### config.mk
export PLATFORM = sky130hd
export DESIGN_NAME = fractional_baud_divider_search_top
export DESIGN_NICKNAME = d
export VERILOG_FILES = /design/src/rtl/fbd_pkg.sv /design/src/rtl/fbd_divider.sv /design/src/rtl/fbd_search.sv /design/src/rtl/fractional_baud_divider_search_top.sv
export SDC_FILE = /design/constraint.sdc
export NUM_CORES = 2
export LEC_CHECK = 0
export BUFFER_PORTS_ARGS = -buffer_cell sky130_fd_sc_hd__buf_2
export CORE_MARGIN = 4
export CORE_UTILIZATION = 46
export DETAILED_ROUTE_END_ITERATION = 12
export SLEW_MARGIN = 20
export SYNTH_ARGS = -nofsm -noshare
export SYNTH_HDL_FRONTEND = slang
export SYNTH_SLANG_ARGS = --single-unit
### constraint.sdc
create_clock -name i_clk -period 10.97 [get_ports i_clk]
set_input_delay 0 -clock i_clk [delete_from_list [all_inputs] [get_ports i_clk]]
set_output_delay 0 -clock i_clk [all_outputs]
set_load 0.01 [all_outputs]
### src/rtl/fbd_pkg.sv
// ----------------------------------------------------------------------------
// fbd_pkg
// Shared widths, constants, state codes and inter-module structs for the
// fractional baud divider search block.
// ----------------------------------------------------------------------------
package fbd_pkg;

    localparam int CLK_W      = 27;   // uart_clock_hz
    localparam int BAUD_W     = 22;   // baud_rate
    localparam int DIV_OUT_W  = 16;   // divisor field
    localparam int MUL_W      = 4;    // mul_value / add_value fields
    localparam int ERR_W      = 32;   // error_hz field
    localparam int PCT_W      = 7;    // max_error_percent register
    localparam int RATE_SHIFT = 4;    // the fixed 16x oversampling

    localparam int DIVISOR_BITS_DEF = 16;

    localparam logic [MUL_W-1:0] MUL_FIRST = 4'd1;
    localparam logic [MUL_W-1:0] MUL_LAST  = 4'd15;
    localparam logic [PCT_W-1:0] MAX_ERR_RESET = 7'd3;
    localparam logic [ERR_W-1:0] NO_ERR = 32'hFFFF_FFFF;
    localparam logic [PCT_W-1:0] PCT_SCALE = 7'd100;

    // shared divider operand widths
    localparam int DVD_NUM_W = CLK_W + MUL_W - RATE_SHIFT;
    localparam int DVD_DEN_W = BAUD_W;

    typedef struct packed {
        logic                 start;
        logic [DVD_NUM_W-1:0] num;
        logic [DVD_DEN_W-1:0] den;
    } t_div_req;

    typedef struct packed {
        logic                 busy;
        logic                 done;
        logic [DVD_NUM_W-1:0] quot;
    } t_div_rsp;

    typedef struct packed {
        logic [DIV_OUT_W-1:0] divisor;
        logic [MUL_W-1:0]     mul_value;
        logic [MUL_W-1:0]     add_value;
        logic [ERR_W-1:0]     error_hz;
        logic                 setting_ok;
    } t_result;

    typedef enum logic [3:0] {
        S_IDLE,
        S_NOM_START,
        S_NOM_WAIT,
        S_D_INIT,
        S_PREP,
        S_CAND_START,
        S_CAND_WAIT,
        S_CHECK_MUL,
        S_CHECK_CMP,
        S_FINISH
    } t_state;

endpackage

### src/rtl/fbd_divider.sv
// ----------------------------------------------------------------------------
// fbd_divider
// Restoring unsigned divider, one quotient bit per cycle, shared by the
// nominal divisor step and every candidate rate.
// ----------------------------------------------------------------------------
module fbd_divider
    import fbd_pkg::*;
(
    input  logic     i_clk,
    input  logic     i_rst_n,
    input  t_div_req i_req,
    output t_div_rsp o_rsp
);

    localparam int CNT_W = $clog2(DVD_NUM_W + 1);

    logic [DVD_NUM_W-1:0] r_quot, n_quot;
    logic [DVD_DEN_W-1:0] r_rem, n_rem;
    logic [DVD_DEN_W-1:0] r_den, n_den;
    logic [CNT_W-1:0]     r_cnt, n_cnt;
    logic                 r_busy, n_busy;
    logic                 r_done, n_done;

    logic [DVD_DEN_W:0]   rem_shift;
    logic [DVD_DEN_W:0]   rem_sub;
    logic                 q_bit;

    always_comb begin
        rem_shift = {r_rem, r_quot[DVD_NUM_W-1]};
        rem_sub   = rem_shift - {1'b0, r_den};
        q_bit     = (rem_shift >= {1'b0, r_den});

        n_quot = r_quot;
        n_rem  = r_rem;
        n_den  = r_den;
        n_cnt  = r_cnt;
        n_busy = r_busy;
        n_done = 1'b0;

        if (r_busy) begin
            n_quot = {r_quot[DVD_NUM_W-2:0], q_bit};
            // remainder stays below the divisor, so its top bit is always clear
            n_rem  = q_bit ? rem_sub[DVD_DEN_W-1:0] : rem_shift[DVD_DEN_W-1:0];
            n_cnt  = r_cnt - CNT_W'(1);
            if (r_cnt == CNT_W'(1)) begin
                n_busy = 1'b0;
                n_done = 1'b1;
            end
        end else if (i_req.start) begin
            n_quot = i_req.num;
            n_rem  = '0;
            n_den  = i_req.den;
            n_cnt  = CNT_W'(DVD_NUM_W);
            n_busy = 1'b1;
        end
    end

    always_ff @(posedge i_clk) begin
        if (!i_rst_n) begin
            r_busy <= 1'b0;
            r_done <= 1'b0;
            r_cnt  <= '0;
        end else begin
            r_busy <= n_busy;
            r_done <= n_done;
            r_cnt  <= n_cnt;
        end
        r_quot <= n_quot;
        r_rem  <= n_rem;
        r_den  <= n_den;
    end

    assign o_rsp.busy = r_busy;
    assign o_rsp.done = r_done;
    assign o_rsp.quot = r_quot;

endmodule

### src/rtl/fbd_search.sv
// ----------------------------------------------------------------------------
// fbd_search
// Sequencer that walks divisor, multiplier and add value, drives the shared
// divider for each candidate, keeps the best one and holds the result item.
// ----------------------------------------------------------------------------
module fbd_search
    import fbd_pkg::*;
#(
    parameter int DIVISOR_BITS = DIVISOR_BITS_DEF
) (
    input  logic              i_clk,
    input  logic              i_rst_n,
    input  logic              i_in_valid,
    output logic              o_in_ready,
    input  logic [CLK_W-1:0]  i_clk_hz,
    input  logic [BAUD_W-1:0] i_baud,
    input  logic [PCT_W-1:0]  i_max_err,
    output logic              o_out_valid,
    input  logic              i_out_ready,
    output t_result           o_result,
    output t_div_req          o_div_req,
    input  t_div_rsp          i_div_rsp
);

    localparam int DB     = DIVISOR_BITS;
    localparam int SUM_W  = MUL_W + 1;
    localparam int PDEN_W = DB + SUM_W;
    localparam int PNUM_W = CLK_W + MUL_W;
    localparam int PE_W   = ERR_W + PCT_W;
    localparam int PL_W   = PCT_W + 1 + BAUD_W;
    localparam logic [DVD_NUM_W-1:0] DIV_MAX_W = DVD_NUM_W'((1 << DB) - 1);

    t_state              r_state, n_state;
    logic [CLK_W-1:0]    r_clk_hz, n_clk_hz;
    logic [BAUD_W-1:0]   r_baud, n_baud;
    logic [DB-1:0]       r_d_cur, n_d_cur;
    logic [DB-1:0]       r_d_hi, n_d_hi;
    logic [MUL_W-1:0]    r_m, n_m;
    logic [MUL_W-1:0]    r_a, n_a;
    logic [DVD_NUM_W-1:0] r_num, n_num;
    logic [DVD_DEN_W-1:0] r_den, n_den;
    logic [DB-1:0]       r_best_div, n_best_div;
    logic [MUL_W-1:0]    r_best_mul, n_best_mul;
    logic [MUL_W-1:0]    r_best_add, n_best_add;
    logic [ERR_W-1:0]    r_best_err, n_best_err;
    logic                r_found, n_found;
    logic                r_ok, n_ok;
    logic [PE_W-1:0]     r_prod_e, n_prod_e;
    logic [PL_W-1:0]     r_prod_l, n_prod_l;
    logic                r_out_valid, n_out_valid;
    t_result             r_out, n_out;

    logic [SUM_W-1:0]     sum_ma;
    logic [PNUM_W-1:0]    prod_num;
    logic [PDEN_W-1:0]    prod_den;
    logic [DVD_NUM_W-1:0] quot;
    logic [DVD_NUM_W-1:0] baud_ext;
    logic [DVD_NUM_W-1:0] cand_err;
    logic [DB-1:0]        nominal;
    logic                 div_start;

    always_comb begin
        sum_ma   = {1'b0, r_m} + {1'b0, r_a};
        prod_num = PNUM_W'(r_clk_hz) * PNUM_W'(r_m);
        prod_den = PDEN_W'(r_d_cur) * PDEN_W'(sum_ma);
        quot     = i_div_rsp.quot;
        baud_ext = DVD_NUM_W'(r_baud);
        cand_err = (quot > baud_ext) ? (quot - baud_ext) : (baud_ext - quot);
        nominal  = (quot > DIV_MAX_W) ? DIV_MAX_W[DB-1:0] : quot[DB-1:0];

        n_state     = r_state;
        n_clk_hz    = r_clk_hz;
        n_baud      = r_baud;
        n_d_cur     = r_d_cur;
        n_d_hi      = r_d_hi;
        n_m         = r_m;
        n_a         = r_a;
        n_num       = r_num;
        n_den       = r_den;
        n_best_div  = r_best_div;
        n_best_mul  = r_best_mul;
        n_best_add  = r_best_add;
        n_best_err  = r_best_err;
        n_found     = r_found;
        n_ok        = r_ok;
        n_prod_e    = r_prod_e;
        n_prod_l    = r_prod_l;
        n_out_valid = r_out_valid;
        n_out       = r_out;
        div_start   = 1'b0;

        if (r_out_valid && i_out_ready) begin
            n_out_valid = 1'b0;
        end

        unique case (r_state)
            S_IDLE: begin
                if (i_in_valid) begin
                    n_clk_hz   = i_clk_hz;
                    n_baud     = i_baud;
                    n_best_div = '0;
                    n_best_mul = MUL_FIRST;
                    n_best_add = '0;
                    n_best_err = NO_ERR;
                    n_found    = 1'b0;
                    n_ok       = 1'b0;
                    n_state    = (i_baud == '0) ? S_FINISH : S_NOM_START;
                end
            end
            S_NOM_START: begin
                // clk / (16 * baud) == (clk >> 4) / baud
                div_start = 1'b1;
                n_num     = DVD_NUM_W'(r_clk_hz >> RATE_SHIFT);
                n_den     = r_baud;
                n_state   = S_NOM_WAIT;
            end
            S_NOM_WAIT: begin
                if (i_div_rsp.done) begin
                    n_d_hi  = nominal;
                    n_d_cur = nominal >> 1;
                    n_state = S_D_INIT;
                end
            end
            S_D_INIT: begin
                n_m = MUL_FIRST;
                n_a = '0;
                if (r_d_cur > r_d_hi) begin
                    n_state = S_CHECK_MUL;
                end else if (r_d_cur == '0) begin
                    // divisor zero is skipped
                    n_d_cur = DB'(1);
                end else begin
                    n_state = S_PREP;
                end
            end
            S_PREP: begin
                n_num   = prod_num[PNUM_W-1:RATE_SHIFT];
                n_den   = DVD_DEN_W'(prod_den);
                n_state = S_CAND_START;
            end
            S_CAND_START: begin
                div_start = 1'b1;
                n_state   = S_CAND_WAIT;
            end
            S_CAND_WAIT: begin
                if (i_div_rsp.done) begin
                    if (ERR_W'(cand_err) < r_best_err) begin
                        n_best_err = ERR_W'(cand_err);
                        n_best_div = r_d_cur;
                        n_best_mul = r_m;
                        n_best_add = r_a;
                        n_found    = 1'b1;
                    end
                    n_state = S_PREP;
                    if ((r_a + MUL_W'(1)) < r_m) begin
                        n_a = r_a + MUL_W'(1);
                    end else if (r_m < MUL_LAST) begin
                        n_m = r_m + MUL_W'(1);
                        n_a = '0;
                    end else if (r_d_cur < r_d_hi) begin
                        n_d_cur = r_d_cur + DB'(1);
                        n_m     = MUL_FIRST;
                        n_a     = '0;
                    end else begin
                        n_state = S_CHECK_MUL;
                    end
                end
            end
            S_CHECK_MUL: begin
                // floor(err*100/baud) <= limit  <=>  err*100 < (limit+1)*baud
                n_prod_e = PE_W'(r_best_err) * PE_W'(PCT_SCALE);
                n_prod_l = PL_W'({1'b0, i_max_err} + (PCT_W + 1)'(1)) * PL_W'(r_baud);
                n_state  = r_found ? S_CHECK_CMP : S_FINISH;
            end
            S_CHECK_CMP: begin
                n_ok    = (r_prod_e < PE_W'(r_prod_l));
                n_state = S_FINISH;
            end
            S_FINISH: begin
                if (!r_out_valid || i_out_ready) begin
                    n_out_valid       = 1'b1;
                    n_out.divisor     = DIV_OUT_W'(r_best_div);
                    n_out.mul_value   = r_best_mul;
                    n_out.add_value   = r_best_add;
                    n_out.error_hz    = r_best_err;
                    n_out.setting_ok  = r_ok;
                    n_state           = S_IDLE;
                end
            end
            default: n_state = S_IDLE;
        endcase
    end

    always_ff @(posedge i_clk) begin
        if (!i_rst_n) begin
            r_state     <= S_IDLE;
            r_out_valid <= 1'b0;
        end else begin
            r_state     <= n_state;
            r_out_valid <= n_out_valid;
        end
        r_clk_hz   <= n_clk_hz;
        r_baud     <= n_baud;
        r_d_cur    <= n_d_cur;
        r_d_hi     <= n_d_hi;
        r_m        <= n_m;
        r_a        <= n_a;
        r_num      <= n_num;
        r_den      <= n_den;
        r_best_div <= n_best_div;
        r_best_mul <= n_best_mul;
        r_best_add <= n_best_add;
        r_best_err <= n_best_err;
        r_found    <= n_found;
        r_ok       <= n_ok;
        r_prod_e   <= n_prod_e;
        r_prod_l   <= n_prod_l;
        r_out      <= n_out;
    end

    // operands are taken by the divider at the edge after the start cycle's update
    assign o_div_req.start = div_start;
    assign o_div_req.num   = n_num;
    assign o_div_req.den   = n_den;

    assign o_in_ready  = (r_state == S_IDLE);
    assign o_out_valid = r_out_valid;
    assign o_result    = r_out;

endmodule

### src/rtl/fractional_baud_divider_search_top.sv
// ----------------------------------------------------------------------------
// fractional_baud_divider_search_top
// UART fractional baud setting search: divisor, MulVal and DivAddVal with
// the smallest rate error, plus an error-limit check.
// ----------------------------------------------------------------------------
// One request is worked at a time. After the item is taken the nominal
// divisor D = clk / (16 * baud) is found with the shared restoring
// divider, then every divisor from D/2 to D (D limited to 2^DIVISOR_BITS - 1,
// divisor zero skipped) is tried with all 120 multiplier/add pairs. Each
// candidate goes through a product step, a start step, the divider and a
// compare step. The divider is the pacing unit. The result item sits
// in an output register, so the next request may be taken while it waits
// downstream. The limit register resets to 3 percent; the user must write
// it only while idle, as the block itself does not enforce this.
module fractional_baud_divider_search_top
    import fbd_pkg::*;
#(
    parameter int DIVISOR_BITS = DIVISOR_BITS_DEF
) (
    input  logic             i_clk,
    input  logic             i_rst_n,
    input  logic             i_cfg_wr_en,
    input  logic [PCT_W-1:0] i_cfg_wr_data,   // max_error_percent
    input  logic             s_axis_tvalid,
    output logic             s_axis_tready,
    input  logic [55:0]      s_axis_tdata,    // uart_clock_hz[26:0], baud_rate[48:27]
    output logic             m_axis_tvalid,
    input  logic             m_axis_tready,
    output logic [55:0]      m_axis_tdata,    // divisor[15:0], mul_value[19:16],
                                              // add_value[23:20], error_hz[55:24]
    output logic [0:0]       m_axis_tuser     // setting_ok[0]
);

    logic [PCT_W-1:0] r_max_err;
    t_div_req         div_req;
    t_div_rsp         div_rsp;
    t_result          result;

    always_ff @(posedge i_clk) begin
        if (!i_rst_n) begin
            r_max_err <= MAX_ERR_RESET;
        end else if (i_cfg_wr_en) begin
            r_max_err <= i_cfg_wr_data;
        end
    end

    fbd_divider u_divider (
        .i_clk   (i_clk),
        .i_rst_n (i_rst_n),
        .i_req   (div_req),
        .o_rsp   (div_rsp)
    );

    fbd_search #(
        .DIVISOR_BITS (DIVISOR_BITS)
    ) u_search (
        .i_clk       (i_clk),
        .i_rst_n     (i_rst_n),
        .i_in_valid  (s_axis_tvalid),
        .o_in_ready  (s_axis_tready),
        .i_clk_hz    (s_axis_tdata[CLK_W-1:0]),
        .i_baud      (s_axis_tdata[CLK_W+BAUD_W-1:CLK_W]),
        .i_max_err   (r_max_err),
        .o_out_valid (m_axis_tvalid),
        .i_out_ready (m_axis_tready),
        .o_result    (result),
        .o_div_req   (div_req),
        .i_div_rsp   (div_rsp)
    );

    assign m_axis_tdata = {result.error_hz, result.add_value, result.mul_value,
                           result.divisor};
    assign m_axis_tuser = result.setting_ok;

    // a result item only appears after the sequencer has left idle
    a_result_after_work: assert property (@(posedge i_clk) disable iff (!i_rst_n)
        $rose(m_axis_tvalid) |-> !$past(s_axis_tready))
        else $error("result item appeared without a search");

    // the divider is never started while still busy
    a_div_no_overlap: assert property (@(posedge i_clk) disable iff (!i_rst_n)
        div_req.start |-> !div_rsp.busy)
        else $error("divider restarted while busy");

    // a passing setting always names a real candidate with add below mul
    a_ok_consistent: assert property (@(posedge i_clk) disable iff (!i_rst_n)
        (m_axis_tvalid && m_axis_tuser[0]) |->
            (result.divisor != '0) && (result.error_hz != NO_ERR) &&
            (result.add_value < result.mul_value))
        else $error("accepted setting is inconsistent");

endmodule

==> summary.md <==
* status: finished, final reports clean
* cell repeated most along the worst path: fa_1
* global placer's final weighted congestion: 0.923
* library cell with the highest instance count after synthesis: inv_1
* top cell types by occurrence after synthesis: inv_1 (551), ha_1 (346), edfxtp_1 (334)
* Yosys reg bits: 402
* number of antenna violations at the first check in global routing: 1
* Worst Min Path Start: s_axis_tdata[25]
* worst-case clock buffer depth: 3
* Power per Cell Area: 271 nW/µm²
* share of the synthesized netlist area taken by xor and xnor gates: 0.0399
* IR drop worst, VDD: 0.167 mV
* height of the die: 279 µm
* WS Path Type: flop to flop
* multiplexer share of the synthesized area: 0.0161
* clock insertion delay at the later pin of the skew report: 0.60 ns
* Post-Place Cell Area: 35400 µm²
* detailed placement HPWL: 66300 µm
* sinks on the clock net: 402
* final number of max-transition violations: 0
* number of flops mapped to enable cells by yosys: 334
* number of remaining DRC errors: 0
* CTS tree: built
* Max Fanout on Critical Path: 26
* RSZ-0062 raised after global routing: false
* overall power after layout: 10.2 mW
* crit share post-route: 0.648
* worst-margin pin slew: 1.07 ns
* worst hold path cell count: 2
* die width: 279 µm
* vias per cell: 5.37
* leakage: 17.4 nW
* core area: 72800 µm²
* vias in the first global route: 24662
* most instantiated flip-flop cell in the synthesis netlist: edfxtp_1
* Setup crit end kind: flop
* Root Buffer: clkbuf_16
* antenna diode count: 0
* H-Tree Level Count: 2
* Antenna Nets Post-Route: 0
* total wire length: 86700 µm
* startpoint kind of the worst setup timing path: flop
* fraction of the core area covered by cells at the end of the flow: 0.518
* source of the worst register-to-register timing path: r_max_err[0]$_SDFFE_PN1P_
* maximum cell stage delay along the critical path: 1.01 ns
* number of top-level pins: 127
* number of CTS-inserted buffers: 47
* nets: 4238
* aggregate global-route resource usage: 0.224
* skew final: 0.0208 ns
* largest family of logic cells by synthesized area: adder cells
* sequential area share after synthesis: 0.337
* effective utilization at floorplan: 0.464
* total of buffers placed on input and output ports: 119
* wire length per cell after detailed routing: 18.9 µm
* final design instance area without fill: 37700 µm²
* worst reg2reg endpoint: u_search.r_prod_l[22]$_DFFE_PN_
* Die ar.: 77900 µm²
* cell area after synthesis: 33800 µm²
* Max-Cap Viols: 0
* share of post-route cells with drive strength above 1: 0.0768
* synthesized netlist cell count: 3425
* largest area contributor in the netlist: edfxtp_1
* Min-Delay Endpoint: u_search.r_clk_hz[25]$_DFFE_PP_
* minimum clock period: 7.11 ns
* hold slack final: 0.109 ns
* Worst path slowest cell: dfxtp_1
* detailed-route via count: 24590
* count of endpoints failing setup in the final report: 0
* required time at the worst-slack endpoint: 11.28 ns
* starting DRC count in detailed routing: 1600
* cells on worst reg2reg path: 17
* post-synthesis net count: 4081
* pin count of the biggest net entering global routing: 80
* R2R Setup Slk: 3.86 ns
* global-route congestion overflow total: 0
* std cell rows: 99
* worst endpoint data arrival time: 7.42 ns
* crit path cell chain: ha_1 > xor2_2 > and2_1 > fa_1 > fa_1 > fa_1 > inv_1 > fa_1 > inv_1 > ha_1 > a211oi_1 > o21ai_0 > nand3_1 > nand2_1 > o221ai_1 > o21a_1 > a21boi_0
* worst relative slew slack: 0.277
* Area growth syn-to-layout: 11.7%
* clock-pin slew reported for the worst setup and hold paths after clock tree synthesis: 0.07 ns
* highest achievable clock rate: 141 MHz
* Avg Inst Size Synth: 9.87 µm²
* drt pass-1 iters: 5
* Compound-Gate Fraction of Synth Area: 0.121
* top cells by area in the synthesized netlist: edfxtp_1 (30%), fa_1 (14%), ha_1 (13%)
* adder and majority cell fraction of the synthesized area: 0.271
* simple logic cell fraction of the synthesized area: 0.139
* total negative setup slack: 0 ns
* worst min path class: input pin to flop
* area share of the leading cell type in the synthesized netlist: 0.297
* first-pass GRT wire length: 138000 µm
* count of different cell masters after synthesis: 80
* final-report hold violation count: 0
* number of synthesis warnings: 0
* async set-reset flop share out of synthesis: 0
sequential cells by signal (all words and copies together), names as in the netlist, 27 cells and up:
signal	cells
u_search.r_best_err	28
u_search.r_num	27
u_divider.r_quot	27
u_search.o_result	53
u_search.r_prod_e	37
u_search.r_clk_hz	27
u_search.r_prod_l	30
logic make-up after synthesis:
| group | after synthesis |
|---|---|
| buffers and inverters | 666 |
| flip-flops | 402 |
| XOR/XNOR | 154 |
| multiplexers | 53 |
| adder cells (fa/ha/maj) | 588 |
| AO/OA/AOI/OAI | 627 |
| AND/OR/NAND/NOR | 935 |
layout make-up:
type / instances / area [µm²]
multi-input combinational: 2357 / 19900
clock inverter: 27 / 304
inverter: 551 / 2070
clock buffer: 60 / 1300
tap: 959 / 1200
fill: 6706 / 35100
sequential: 402 / 11400
timing repair buffer: 223 / 1580
worst max path at each step:
stage,from,end,depth (start not counted)
after CTS,r_max_err[0]$_SDFFE_PN1P_,u_search.r_prod_l[22]$_DFFE_PN_,17
final,r_max_err[0]$_SDFFE_PN1P_,u_search.r_prod_l[22]$_DFFE_PN_,17
after detailed placement,r_max_err[0]$_SDFFE_PN1P_,u_search.r_prod_l[22]$_DFFE_PN_,16
after global placement,r_max_err[0]$_SDFFE_PN1P_,u_search.r_prod_l[22]$_DFFE_PN_,16
after floorplan,u_search.r_baud[20]$_DFFE_PP_,u_search.r_best_add[0]$_SDFFCE_PN0P_,21
after global routing,r_max_err[0]$_SDFFE_PN1P_,u_search.r_prod_l[22]$_DFFE_PN_,18
through the flow:
| step | setup slack (ns) | cells |
|---|---|---|
| floorplan | 3.77 | 3425 |
| global placement | 3.99 | 4417 |
| detailed placement | 4.01 | 4417 |
| CTS | 3.98 | 4578 |
| global route | 3.46 | 4579 |
| finish | 3.86 | 4579 |
worst max-delay path, delay by kind of cell, from the launching register on:
kind,cells,cell delay [ns]
xor gates and xnor gates,1,0.75
DFF,1,1.01
and+or+nand+nor,3,0.45
AOI/OAI and AO/OA,5,1.77
buffers and inverters,2,0.09
adders and majority gates,6,2.72
layer usage:
layer / GRT usage / routed length [µm]
met5: 0 / 0
met4: 0.0526 / 2070
met3: 0.0263 / 4330
met2: 0.364 / 39900
met1: 0.322 / 40400
placed cells by master (no fill, tap or decap), drive strengths merged, types with 19 or more instances in the layout:
cell type    instances
a21o                80
a21oi              162
a22oi               39
a31oi               19
and2               146
and3                25
buf                149
clkbuf              60
dfxtp               68
dlygate4sd3         74
edfxtp             334
fa                 242
ha                 346
inv                554
mux2i               42
nand2              226
nand2b              68
nand3               41
nand4               28
nor2               228
nor2b               67
nor3                33
o21a                38
o21ai              133
o21bai              21
o22ai               19
or2                 20
xnor2               85
xor2                69
where the power goes:
group / leakage, nW / switching (mW) / total, mW / internal [mW]
Sequential: 3.51 / 0.296 / 2.49 / 2.20
Clock: 0.769 / 0.686 / 1.63 / 0.941
Combinational: 13.1 / 3.67 / 6.09 / 2.42
what timing repair did:
item                                   CTS  global route
endpoints found under the hold margin   68             0
gates resized for setup                  0             0
buffers inserted                         0             0
hold buffers                            74             0
(Power assumes the default switching activity.)
